===== src/rtl/core/dvru_pkg.sv =====
// Shared types, widths and outcome codes for the distance-vector route update block.
// No dependencies; every other file in rtl/core refers to this package by scoped names.
`timescale 1ns / 1ps
`default_nettype none

package dvru_pkg;

   localparam int TABLE_ENTRIES_DEFAULT = 64;

   localparam int ADDR_W    = 32;
   localparam int COST_W    = 8;
   localparam int OUTCOME_W = 3;
   localparam int SLOT_W    = 6;

   localparam int REQ_DATA_W = 104;
   localparam int RSP_DATA_W = 24;

   localparam logic [OUTCOME_W-1:0] OUT_UNCHANGED = 3'd0;
   localparam logic [OUTCOME_W-1:0] OUT_REFRESHED = 3'd1;
   localparam logic [OUTCOME_W-1:0] OUT_IMPROVED  = 3'd2;
   localparam logic [OUTCOME_W-1:0] OUT_ADDED     = 3'd3;
   localparam logic [OUTCOME_W-1:0] OUT_FULL      = 3'd4;

   localparam logic [COST_W-1:0] COST_MAX = 8'hFF;
   localparam logic [COST_W-1:0] COST_ONE = 8'h01;

   typedef struct packed {
      logic [ADDR_W-1:0] dest;
      logic [ADDR_W-1:0] next_hop;
      logic [ADDR_W-1:0] iface;
      logic [COST_W-1:0] cost;
   } dvru_entry_type;

   typedef struct packed {
      logic                 valid;
      logic [OUTCOME_W-1:0] outcome;
      logic [SLOT_W-1:0]    slot;
      logic [COST_W-1:0]    cost;
   } dvru_result_type;

endpackage

`default_nettype wire


===== src/rtl/core/dvru_ctrl.sv =====
// Sequencer that scans the route table one entry per cycle and applies the update.
// Depends on dvru_pkg; drives the ports of dvru_table.
`timescale 1ns / 1ps
`default_nettype none

module dvru_ctrl #(
   parameter int TABLE_ENTRIES = dvru_pkg::TABLE_ENTRIES_DEFAULT
) (
   input  wire logic                              clock,
   input  wire logic                              reset,
   input  wire logic                              req_valid,
   output logic                                   req_ready,
   input  wire logic [dvru_pkg::ADDR_W-1:0]       req_neighbor_addr,
   input  wire logic [dvru_pkg::ADDR_W-1:0]       req_arrival_interface,
   input  wire logic [dvru_pkg::ADDR_W-1:0]       req_adv_dest,
   input  wire logic [dvru_pkg::COST_W-1:0]       req_adv_cost,
   output dvru_pkg::dvru_result_type              res,
   input  wire logic                              out_free,
   output logic                                   rd_en,
   output logic [$clog2(TABLE_ENTRIES)-1:0]       rd_addr,
   input  wire dvru_pkg::dvru_entry_type          rd_data,
   output logic                                   wr_en,
   output logic [$clog2(TABLE_ENTRIES)-1:0]       wr_addr,
   output dvru_pkg::dvru_entry_type               wr_data
);

   localparam int IDX_W = $clog2(TABLE_ENTRIES);
   localparam int CNT_W = $clog2(TABLE_ENTRIES + 1);

   typedef enum logic [1:0] {
      ST_IDLE,
      ST_SEARCH,
      ST_DONE
   } state_type;

   state_type                        state_ff, state_in;
   logic [dvru_pkg::ADDR_W-1:0]      from_ff, from_in;
   logic [dvru_pkg::ADDR_W-1:0]      recv_ff, recv_in;
   logic [dvru_pkg::ADDR_W-1:0]      dest_ff, dest_in;
   logic [dvru_pkg::COST_W-1:0]      via_ff, via_in;
   logic                             self_ff, self_in;
   logic [CNT_W-1:0]                 count_ff, count_in;
   logic [CNT_W-1:0]                 addr_ff, addr_in;
   logic [IDX_W-1:0]                 cmp_idx_ff, cmp_idx_in;
   logic                             cmp_valid_ff, cmp_valid_in;
   logic [dvru_pkg::OUTCOME_W-1:0]   outcome_ff, outcome_in;
   logic [dvru_pkg::SLOT_W-1:0]      slot_ff, slot_in;
   logic [dvru_pkg::COST_W-1:0]      cost_ff, cost_in;

   always_comb begin
      state_in     = state_ff;
      from_in      = from_ff;
      recv_in      = recv_ff;
      dest_in      = dest_ff;
      via_in       = via_ff;
      self_in      = self_ff;
      count_in     = count_ff;
      addr_in      = addr_ff;
      cmp_idx_in   = cmp_idx_ff;
      cmp_valid_in = cmp_valid_ff;
      outcome_in   = outcome_ff;
      slot_in      = slot_ff;
      cost_in      = cost_ff;
      rd_en        = 1'b0;
      wr_en        = 1'b0;
      wr_addr      = cmp_idx_ff;
      wr_data      = rd_data;

      unique case (state_ff)
         ST_IDLE: begin
            if (req_valid) begin
               from_in      = req_neighbor_addr;
               recv_in      = req_arrival_interface;
               dest_in      = req_adv_dest;
               via_in       = (req_adv_cost == dvru_pkg::COST_MAX) ? dvru_pkg::COST_MAX
                                                                   : req_adv_cost + dvru_pkg::COST_ONE;
               self_in      = (req_neighbor_addr == req_adv_dest);
               addr_in      = '0;
               cmp_valid_in = 1'b0;
               state_in     = ST_SEARCH;
            end
         end
         ST_SEARCH: begin
            cmp_valid_in = 1'b0;
            if (addr_ff < count_ff) begin
               rd_en        = 1'b1;
               addr_in      = addr_ff + 1'b1;
               cmp_idx_in   = addr_ff[IDX_W-1:0];
               cmp_valid_in = 1'b1;
            end
            if (cmp_valid_ff && (rd_data.dest == dest_ff)) begin
               state_in = ST_DONE;
               slot_in  = dvru_pkg::SLOT_W'(cmp_idx_ff);
               if (rd_data.next_hop == from_ff) begin
                  wr_en        = 1'b1;
                  wr_data.cost = via_ff;
                  outcome_in   = dvru_pkg::OUT_REFRESHED;
                  cost_in      = via_ff;
               end else if (via_ff < rd_data.cost) begin
                  wr_en            = 1'b1;
                  wr_data.next_hop = from_ff;
                  wr_data.iface    = recv_ff;
                  wr_data.cost     = via_ff;
                  outcome_in       = dvru_pkg::OUT_IMPROVED;
                  cost_in          = via_ff;
               end else begin
                  outcome_in = dvru_pkg::OUT_UNCHANGED;
                  cost_in    = rd_data.cost;
               end
            end else if (!cmp_valid_ff && (addr_ff == count_ff)) begin
               state_in = ST_DONE;
               if (count_ff < CNT_W'(TABLE_ENTRIES)) begin
                  wr_en            = 1'b1;
                  wr_addr          = count_ff[IDX_W-1:0];
                  wr_data.dest     = dest_ff;
                  wr_data.next_hop = from_ff;
                  wr_data.iface    = recv_ff;
                  wr_data.cost     = self_ff ? dvru_pkg::COST_ONE : via_ff;
                  count_in         = count_ff + 1'b1;
                  outcome_in       = dvru_pkg::OUT_ADDED;
                  slot_in          = dvru_pkg::SLOT_W'(count_ff);
                  cost_in          = self_ff ? dvru_pkg::COST_ONE : via_ff;
               end else begin
                  outcome_in = dvru_pkg::OUT_FULL;
                  slot_in    = '0;
                  cost_in    = '0;
               end
            end
         end
         ST_DONE: begin
            if (out_free) begin
               state_in = ST_IDLE;
            end
         end
         default: begin
            state_in = ST_IDLE;
         end
      endcase
   end

   always_ff @(posedge clock) begin
      if (reset) begin
         state_ff     <= ST_IDLE;
         count_ff     <= '0;
         addr_ff      <= '0;
         cmp_valid_ff <= 1'b0;
      end else begin
         state_ff     <= state_in;
         count_ff     <= count_in;
         addr_ff      <= addr_in;
         cmp_valid_ff <= cmp_valid_in;
      end
      from_ff    <= from_in;
      recv_ff    <= recv_in;
      dest_ff    <= dest_in;
      via_ff     <= via_in;
      self_ff    <= self_in;
      cmp_idx_ff <= cmp_idx_in;
      outcome_ff <= outcome_in;
      slot_ff    <= slot_in;
      cost_ff    <= cost_in;
   end

   assign req_ready   = (state_ff == ST_IDLE);
   assign rd_addr     = addr_ff[IDX_W-1:0];
   assign res.valid   = (state_ff == ST_DONE);
   assign res.outcome = outcome_ff;
   assign res.slot    = slot_ff;
   assign res.cost    = cost_ff;

endmodule

`default_nettype wire


===== config.mk =====
export PLATFORM = sky130hd
export DESIGN_NAME = dvru_ctrl
export DESIGN_NICKNAME = d
export VERILOG_FILES = /design/src/rtl/core/dvru_pkg.sv /design/src/rtl/core/dvru_ctrl.sv
export SDC_FILE = /design/constraint.sdc
export NUM_CORES = 1
export LEC_CHECK = 0
export BUFFER_PORTS_ARGS = -buffer_cell sky130_fd_sc_hd__buf_2
export CORE_MARGIN = 5
export CORE_UTILIZATION = 35
export CTS_CLUSTER_DIAMETER = 200
export DETAILED_ROUTE_END_ITERATION = 16
export PLACE_DENSITY = 0.65
export SLEW_MARGIN = 5
export SYNTH_ARGS = -nofsm -noshare
export SYNTH_HDL_FRONTEND = slang
export SYNTH_SLANG_ARGS = --single-unit

===== constraint.sdc =====
create_clock -name clock -period 3.2 [get_ports clock]
set_clock_uncertainty 0.05 [all_clocks]
set_input_delay 0.64 -clock clock [delete_from_list [all_inputs] [get_ports clock]]
set_output_delay 0.64 -clock clock [all_outputs]
set_load 0.02 [all_outputs]

Yosys cells after proc, flatten, opt, wreduce, memory -nomap -nowiden
Cells that the tools add are included.
{"block": "word_totals", "reg_bits": 145, "latchBits": 0, "mem_bits_rw": 0, "mem_bits_ro": 0, "inputBits": 212, "output_inout_bits": 137, "wordCells": 88, "mem_count": 0}
{"block": "classes", "addsub": 3, "multipliers": 0, "n_div": 0, "n_lt_le_gt_ge": 3, "n_eq_ne": 11, "shifts": 0, "mux": 44, "n_bitwise": 1, "n_reduce_logical": 13}
{"cell": "$mux 104", "n": 3}
{"cell": "$mux 72", "n": 2}
{"cell": "$eq 32x32->1", "n": 3}
{"cell": "$mux 64", "n": 1}
{"cell": "$mux 8", "n": 7}
{"cell": "$mux 6", "n": 7}
{"cell": "$mux 32", "n": 1}
{"cell": "$add 7x1->7 const B", "n": 2}
{"cell": "$mux 7", "n": 2}
{"cell": "$pmux 7 s2", "n": 1}
{"cell": "$mux 2", "n": 6}
{"cell": "$mux 1", "n": 9}
{"cell": "$mux 3", "n": 3}
{"cell": "$add 8x1->8 const B", "n": 1}
{"cell": "$eq 8x8->1 const B", "n": 1}
{"cell": "$lt 8x8->1", "n": 1}
{"cell": "$reduce_and 2->1", "n": 4}
{"cell": "$eq 7x7->1", "n": 1}
{"cell": "$lt 7x7->1", "n": 1}
{"cell": "$lt 7x7->1 const B", "n": 1}
{"cell": "$pmux 2 s3", "n": 1}
{"cell": "$reduce_and 3->1", "n": 2}
{"cell": "$ne 2x2->1 const B", "n": 2}
{"cell": "$reduce_and 4->1", "n": 1}
{"cell": "other kinds (10)", "n": 12}

Depth between registers and ports, before layout
Gate-level depths: netlist of the first run.
{"block": "logic_depth", "ltp_word": 5, "depth_mapped": 10, "depth_no_buf": 8}

Worst setup path after synthesis of the first run
Ideal clock, no wire load.
{"block": "synth_timing", "path_type": "register to register", "from": "register state_ff[0]", "to": "register dest_ff[0] (netlist name), enable pin", "setup_time_ns": 0.458, "arrival_ns": 2.891, "required_ns": 2.692, "slack_ns": -0.199, "path_stages_with_launch": 4, "path_buffers": 0, "period_less_slack_ns": 3.399, "path_cell_list": "dfxtp_1 nor2_1 nand2_1 inv_1"}
{"block": "synth_between", "elab_chain_len": 2}
{"element": "start, declared", "line_no": "dvru_ctrl.sv:36", "source": "state_type state_ff, state_in;"}
{"element": "start signal, assigned", "line_no": "dvru_ctrl.sv:148", "source": "state_ff <= state_in;"}
{"element": "$logic_not 2->1"}
{"element": "net req_ready", "line_no": "dvru_ctrl.sv:12", "source": "output logic req_ready,"}
{"element": "$reduce_and 2->1 (no line)"}
{"element": "end signal, assigned", "line_no": "dvru_ctrl.sv:155", "source": "dest_ff <= dest_in;"}
{"element": "end, declared", "line_no": "dvru_ctrl.sv:39", "source": "logic [dvru_pkg::ADDR_W-1:0] dest_ff, dest_in;"}
The timed path passes the listed nets, and every way through them passes these cells.
A chain may end at the register's enable or synchronous reset.

==> impl_metrics.tcl, run 1 <==
set metrics [dict create \
    status "complete, but fails checks" \
    violations "negative setup slack" \
    core_area_sq_um 25100 \
    ys_seq_area_frac 0.471 \
    track_usage 0.219 \
    drc 0 \
    synth_edf_count 128 \
    syn-num-nets 1046 \
    grt_setup_unrepaired "yes" \
    wl_per_cell_um 20.6 \
    clk_latency_ps 430 \
    startpoint_type "flip-flop" \
    final_nets 1478 \
    setup_viol_count_final 85 \
    vias 8212 \
    avgSynthCellArea_sq_um 10.9 \
    cp-end-kind "primary output" \
    syn_area_sq_um 8890 \
    finalPower_mw 7.04 \
    drt-total-wl_um 32800 \
    gr-total-overflow 0 \
    rrSetupSlack_ps 400 \
    critPathArrivalTime_ps 3080 \
    clockBufferDepth 2 \
    crit_type "flip-flop to primary output" \
    synth_top_flop_cell "edfxtp_1" \
    path_clk_slew_ps 70 \
    gp_congestion 0.881 \
    drt_iter0_drc 456 \
    synth.distinct_cells 45 \
    rr_startpoint "via_ff[6]$_SDFFCE_PN1P_" \
    cts_sinks 145 \
    finalCritPeriodShare 1.18 \
    hp-start "req_arrival_interface[16]" \
    utilization 0.542 \
    root_buffer "clkbuf_16" \
    start_util 0.354 \
    cap_violations 0 \
    fmax_mhz 266 \
    rows 58 \
    ir_drop_uv 396 \
    postRouteAntennaNets 0 \
    ys_ff_latch 145 \
    timing.rr.end "cost_ff[3]$_DFFE_PP_" \
    cts_tree "done" \
    grt_max_degree 74 \
    portBuffers 348 \
    first_pass_iters 7 \
    cts_buffers 17 \
    h-tree-depth 4 \
    syn_to_final_growth_pct 53.2 \
    ctsHoldBuffers 0 \
    worstPathMaxFanout 5 \
    crit_required_ps 2510 \
    die_area_sq_um 28700 \
    grt_pass1_vias 8486 \
    whs_path_depth 1 \
    fin_ws_ps -566 \
    ys.warnings.count 0 \
    antenna_found_initial 2 \
    ioPinCount 349 \
    die_h_um 169 \
    hold_end "recv_ff[16]$_DFFE_PP_" \
    slew_headroom 0.333 \
    maxSlewViolCount 0 \
    grt_pass1_wl_um 48000 \
    die_w_um 169 \
    hold_viol 0 \
    final.min_clock_period_ps 3770 \
    drive_above_1_share 0.492 \
    tns_ps -30450 \
    reg2reg_depth 10 \
    worst_slew_pin_slew_ps 1000 \
    via_per_inst 5.16 \
    synthCells 817 \
    async_reset_ff_frac 0 \
    p_leak_nw 6.14 \
    worstHoldPathType "input port to flip-flop" \
    p_per_area_nw_per_um2 517 \
    place_hpwl_um 24400 \
]
cells in the mapped netlist, drive strengths merged (5+ instances only):
| library cell | count | area, sq um |
|---|---|---|
| o2bb2ai | 7 | 61.3 |
| a2bb2oi | 7 | 61.3 |
| o211ai | 40 | 300 |
| a21oi | 19 | 95.1 |
| nand2 | 67 | 251 |
| nand4 | 27 | 169 |
| ha | 17 | 213 |
| xnor2 | 38 | 333 |
| nor4 | 20 | 140 |
| inv | 30 | 113 |
| clkbuf | 40 | 150 |
| nor2 | 30 | 113 |
| xor2 | 67 | 587 |
| nor3 | 11 | 55.1 |
| dfxtp | 17 | 340 |
| and2 | 5 | 31.3 |
| nand3 | 12 | 60.1 |
| a31oi | 34 | 213 |
| o21ai | 13 | 65.1 |
| buf | 17 | 121 |
| mux2 | 64 | 833 |
| and3 | 70 | 438 |
| edfxtp | 128 | 3840 |
| nor2b | 5 | 31.3 |
| a21o | 12 | 90.1 |
per-layer routing:
metal	global-route usage	vias to the layer above	routed length, um
li1	-	3918	-
met2	0.406	385	16900
met1	0.243	3857	12100
met5	0	-	7
met4	0.0728	2	991
met3	0.0557	50	2680
worst max-delay path by stage:
stage | startpoint | endpoint | slack [ps] | cells past startpoint
2_1_floorplan | count_ff[6]$_SDFFE_PP0P_ | wr_addr[1] | -180 | 9
3_3_place_gp | rd_data[67] | wr_data[70] | -720 | 10
3_5_place_dp | rd_data[67] | wr_data[67] | -700 | 10
4_1_cts | from_ff[28]$_DFFE_PP_ | wr_data[68] | -620 | 10
5_1_grt | from_ff[11]$_DFFE_PP_ | wr_data[68] | -660 | 10
6_report | from_ff[15]$_DFFE_PP_ | wr_data[68] | -570 | 10
metrics by stage:
stage,cell area [sq um],instances,worst slack (ps),hold WS (ps)
5_1_grt,13600,1592,-661,319
3_5_place_dp,11500,1523,-697,422
2_1_floorplan,8900,817,-177,395
4_1_cts,13300,1583,-617,327
3_3_place_gp,11500,1523,-719,408
6_report,13600,1593,-566,346
worst max-delay path, stage by stage (launching register included):
cell       delay (ps)
edfxtp_1          430
xor2_2            180
nor4_2            340
buf_4             170
nand4_1           170
or2_4             330
a41oi_4           250
buf_12            170
clkbuf_16         160
mux2_4            300
buf_6             130
power by group:
part / switching, mW / internal [mW] / total, mW / leakage, nW
Sequential: 0.104 / 2.28 / 2.38 / 1.36
Clock: 0.843 / 1.16 / 2.00 / 0.281
Combinational: 1.36 / 1.29 / 2.65 / 4.51
Total: 2.31 / 4.73 / 7.04 / 6.14
final cells by class:
class / count / area [sq um]
Inverter: 30 / 121
Antenna cell: 1 / 2.50
Tap cell: 330 / 413
Timing Repair Buffer: 470 / 3600
Clock inverter: 14 / 153
Fill cell: 2220 / 11500
Multi-Input combinational cell: 585 / 4700
Clock buffer: 18 / 429
Sequential cell: 145 / 4190
cells in the final DEF, fill, tap and decap left out, drive strengths merged, types with 3 or more instances in the layout:
cell	n
a21oi	19
and2	5
o211ai	40
buf	468
nand4	27
clkbuf	20
nand2b	3
ha	17
edfxtp	128
nand2	67
a31oi	34
nor2	30
a21o	12
xnor2	38
o21ai	13
inv	34
clkinv	5
and3	70
nor4	20
clkinvlp	3
nor3	11
dfxtp	17
nand3	12
o2bb2ai	7
nor2b	5
a2bb2oi	7
xor2	67
mux2	64
flip-flops by register name (all words and copies together) (netlist names):
register / count
self_ff: 1
recv_ff: 32
cmp_valid_ff: 1
outcome_ff: 3
count_ff: 7
from_ff: 32
cmp_idx_ff: 6
dest_ff: 32
slot_ff: 6
cost_ff: 8
via_ff: 8
addr_ff: 7
state_ff: 2
logic make-up (layout without fill, tap and decap cells):
kind of cell | after synthesis | in the layout | synth area share
compound gates | 141 | 141 | 0.111
xor+xnor | 105 | 105 | 0.103
fa+ha+maj | 17 | 17 | 0.0239
buf+inv | 87 | 532 | 0.0432
flops | 145 | 145 | 0.471
mux | 65 | 65 | 0.0949
other cells | 0 | 1 | 0
simple gates | 257 | 257 | 0.153
timing repair:
item / in CTS / in global routing
pin swaps: 21 / 35
cloned: 8 / 2
buffers inserted: 21 / 12
gates resized for setup: 238 / 73
setup endpoints to repair: 111 / 111
Note: power is estimated with default switching activity, not from simulation.
==> run 2, diff against run 1 <==
Settings changed: SKIP_CTS_REPAIR_TIMING set to 1.
==> impl_metrics.tcl, run 2 (synthesis gave the netlist of run 1 again) <==
set metrics [dict create \
    antenna_found_initial 2 \
    design_area_sq_um 13600 \
    grt_pass1_wl_um 44900 \
    critPathArrivalTime_ps 3060 \
    grt_setup_unrepaired "yes" \
    finalCritPeriodShare 1.17 \
    first_pass_iters 5 \
    critPathTopFamily "simple AND/OR/NAND/NOR gates" \
    dpl_cell_area_sq_um 11500 \
    num_antenna_cells 0 \
    clockBufferDepth 2 \
    stdcell_count 1589 \
    cts_tree "done" \
    slowest_stage "edfxtp_1" \
    setup_viol_count_final 90 \
    place_ws_ps -697 \
    fin_ws_ps -547 \
    worstPathMaxFanout 6 \
    place_hpwl_um 24400 \
    start_util 0.354 \
    fin_hold_ws_ps 343 \
    largest_registers "dest_ff (32), from_ff (32), recv_ff (32)" \
    path_clk_slew_ps 70 \
    die_h_um 169 \
    finalPower_mw 7.02 \
    core_area_sq_um 25100 \
    h-tree-depth 4 \
    tns_ps -30440 \
    final_nets 1475 \
    crit_required_ps 2510 \
    ioPinCount 349 \
    gp_congestion 0.881 \
    fmax_mhz 267 \
    final_cell_mix "244 x buf_2, 128 x edfxtp_1, 109 x buf_6" \
    clk_latency_ps 430 \
    layout_commonest_cell "buf_2" \
    syn_to_final_growth_pct 53.0 \
    utilization 0.542 \
    drt-total-wl_um 32500 \
    gr-total-overflow 0 \
    grt_pass1_vias 8077 \
    wl_per_cell_um 20.4 \
    drt_iter0_drc 433 \
    grt_max_degree 74 \
    path_buf_inv 4 \
    cts_sinks 145 \
    path_cells "xor2_2 > nor4_2 > buf_4 > nand4_1 > or2_4 > a41oi_4 > buf_12 > clkbuf_16 > mux2_4 > buf_6" \
    via_per_inst 5.18 \
    worstHoldPathType "input port to flip-flop" \
    slew_headroom 0.330 \
    drive_above_1_share 0.490 \
    placed_cells 1523 \
    cp-end-kind "primary output" \
    final.min_clock_period_ps 3750 \
    drc 0 \
    violations "negative setup slack" \
    slowest_delay_ps 430 \
    worst_slew_pin_slew_ps 1000 \
    postRouteAntennaNets 0 \
    startpoint_type "flip-flop" \
    die_area_sq_um 28700 \
    track_usage 0.203 \
    rows 58 \
    crit_type "flip-flop to primary output" \
    vias 8231 \
    ir_drop_uv 396 \
    cts_buffers 17 \
    portBuffers 348 \
    die_w_um 169 \
    cap_violations 0 \
    hold_viol 0 \
    maxSlewViolCount 0 \
    status "complete, but fails checks" \
    root_buffer "clkbuf_16" \
    p_leak_nw 6.14 \
    p_per_area_nw_per_um2 517 \
]
==> run 2: cell type report <==
cell class	instances	area, sq um
Multi-Input combinational cell	585	4720
Clock buffer	18	429
Tap cell	330	413
Fill cell	2231	11500
Timing Repair Buffer	467	3580
Inverter	30	116
Sequential cell	145	4190
Clock inverter	14	153
==> run 2: path summary, 6_finish.rpt <==
check | end | from | depth (start not counted) | slack [ps]
max | wr_data[50] | from_ff[15]$_DFFE_PP_ | 10 | -550
min | recv_ff[23]$_DFFE_PP_ | req_arrival_interface[23] | 1 | 340
max reg2reg | cost_ff[3]$_DFFE_PP_ | via_ff[7]$_SDFFCE_PN1P_ | 10 | 430
min reg2reg | count_ff[3]$_SDFFE_PP0P_ | count_ff[3]$_SDFFE_PP0P_ | 2 | 420
==> run 2: layer usage <==
layer / part of all wire / vias to the layer above / track usage
li1: - / 3911 / -
met1: 0.38 / 3879 / 0.230
met2: 0.51 / 386 / 0.371
met3: 0.079 / 53 / 0.0547
met4: 0.031 / 2 / 0.0651
met5: 0.00022 / - / 0
==> run 2: power breakdown <==
group          switching, mW  leakage (nW)  total [mW]  internal (mW)
combinational           1.35          4.51        2.64           1.29
sequential             0.104          1.36        2.38           2.28
clock                  0.842         0.281        2.00           1.16
==> run 3, diff against run 2 <==
Settings changed: BUFFER_PORTS_ARGS -buffer_cell sky130_fd_sc_hd__buf_2 to unset, DONT_BUFFER_PORTS set to 1, PLACE_DENSITY 0.65 to 0.51.
Clock period 3.2 ns to 3.7 ns, I/O delays scaled along.
==> impl_metrics.tcl, run 3 (synthesis gave the netlist of run 1 again) <==
set metrics [dict create \
    seqPwrFrac 0.398 \
    final_nets 1062 \
    drt-total-wl_um 28900 \
    cts_tree "done" \
    num_antenna_cells 0 \
    p_switching_mw 1.78 \
    slowest_stage "edfxtp_1" \
    vias 6503 \
    whs_path_depth 1 \
    syn_to_final_growth_pct 16.5 \
    cpMostUsedCell "buf_12" \
    die_w_um 169 \
    rows 58 \
    core_area_sq_um 25100 \
    rrSetupSlack_ps 940 \
    p_per_area_nw_per_um2 504 \
    gp_congestion 0.816 \
    start_util 0.354 \
    drive_above_1_share 0.239 \
    p_sw_frac 0.341 \
    fmax_mhz 266 \
    num-fill-cells 2436 \
    drt_iter0_drc 367 \
    finalCritPeriodShare 1.02 \
    die_area_sq_um 28700 \
    root_buffer "clkbuf_16" \
    place_hpwl_um 22400 \
    place_ws_ps -261 \
    grt_setup_unrepaired "yes" \
    setup_viol_count_final 32 \
    final.min_clock_period_ps 3760 \
    worst_slew_pin_slew_ps 594 \
    ioPinCount 349 \
    cts_buffers 17 \
    clockBufferDepth 2 \
    maxSlewViolCount 0 \
    ir_drop_uv 247 \
    reg2reg_depth 9 \
    crit_required_ps 2910 \
    worstHoldPathType "input port to flip-flop" \
    wl_per_cell_um 24.6 \
    crit_type "flip-flop to primary output" \
    p_comb_frac 0.275 \
    fin_ws_ps -59.9 \
    drc 0 \
    postRouteAntennaNets 0 \
    clk_latency_ps 430 \
    grt_pass1_wl_um 41300 \
    path_cells "xor2_1 > nor4_1 > nand4_1 > or2_4 > a41oi_4 > buf_12 > buf_12 > mux2_4" \
    p_int_mw 3.44 \
    grt_max_degree 74 \
    slowest_delay_ps 410 \
    final_cell_mix "128 x edfxtp_1, 69 x and3_1, 67 x xor2_1" \
    fin_hold_ws_ps 333 \
    worstPathMaxFanout 13 \
    first_pass_iters 4 \
    h-tree-depth 4 \
    gr-total-overflow 0 \
    via_per_inst 5.53 \
    cap_violations 0 \
    largest_registers "dest_ff (32), from_ff (32), recv_ff (32)" \
    hold_viol 0 \
    die_h_um 169 \
    violations "negative setup slack" \
    path_clk_slew_ps 70 \
    layout_commonest_cell "edfxtp_1" \
    p_leak_nw 4.02 \
    critPathArrivalTime_ps 2970 \
    track_usage 0.191 \
    startpoint_type "flip-flop" \
    antenna_found_initial 0 \
    grt_pass1_vias 6592 \
    cts_sinks 145 \
    cp-end-kind "primary output" \
    p_clk_frac 0.327 \
    slew_headroom 0.600 \
    status "complete, but fails checks" \
    portBuffers 0 \
]
-- run 3: changes by cell type in the layout (fill, tap and decap cells not counted), sizes merged --
cell / before / now
buf: 460 / 52
clkbuf: 25 / 19
inv: 34 / 38
clkinv: 5 / 2
bufinv: 2 / 1
clkinvlp: 3 / 4
-- run 3: metal layers --
layer / wire length (um) / part of all wire / GRT usage / vias to the layer above
li1: - / - / - / 3085
met1: 10700 / 0.37 / 0.213 / 3083
met2: 14600 / 0.51 / 0.338 / 305
met3: 2980 / 0.10 / 0.0766 / 30
met4: 549 / 0.019 / 0.0529 / 0
met5: 0 / 0 / 0 / -
-- run 3: worst paths after layout --
check                                         startpoint                        to
worst max-delay path                from_ff[8]$_DFFE_PP_               wr_data[69]
worst max register to register     dest_ff[28]$_DFFE_PP_      slot_ff[2]$_DFFE_PP_
worst min-delay path                               reset  count_ff[6]$_SDFFE_PP0P_
worst min register to register  count_ff[3]$_SDFFE_PP0P_  count_ff[3]$_SDFFE_PP0P_
-- run 3: power groups by stage --
stage                     Clock [mW]  Sequential (mW)  Combinational [mW]
after detailed placement           0             2.11                1.37
after floorplan                    0             2.10                1.03
final                           1.71             2.08                1.43
after global placement             0             2.11                1.37
after CTS                       1.75             2.08                1.38
after global routing            1.82             2.09                1.54
-- run 3: per-stage QoR --
stage,setup TNS [ps],power [mW],util,cells,cell area (sq um)
floorplan,0,3.12,-,817,8890
global placement,-5860,3.48,0.380,1136,9530
detailed placement,-8580,3.49,0.380,1136,9530
CTS,-23100,5.21,0.402,1168,10100
global route,-5740,5.46,0.412,1176,10300
finish,-1460,5.22,0.412,1176,10300
-- run 3: layout make-up --
| type | count | area (sq um) | share of cell area |
|---|---|---|---|
| multi-input cells | 585 | 4490 | 0.434 |
| flip-flops and latches | 145 | 4180 | 0.404 |
| repair buffers | 54 | 577 | 0.0557 |
| clock buffers | 17 | 425 | 0.0411 |
| well taps | 330 | 413 | 0.0399 |
| clock inverters | 15 | 148 | 0.0143 |
| inverters | 30 | 115 | 0.0111 |
-- run 3: worst max-delay path: cells and delay by family, from the launching register on --
family                    cells  cell delay, ps
buffers and inverters         2             310
DFF                           1             410
and+or+nand+nor               3             980
muxes                         1             360
AOI/OAI and AO/OA             1             240
xor gates and xnor gates      1             220
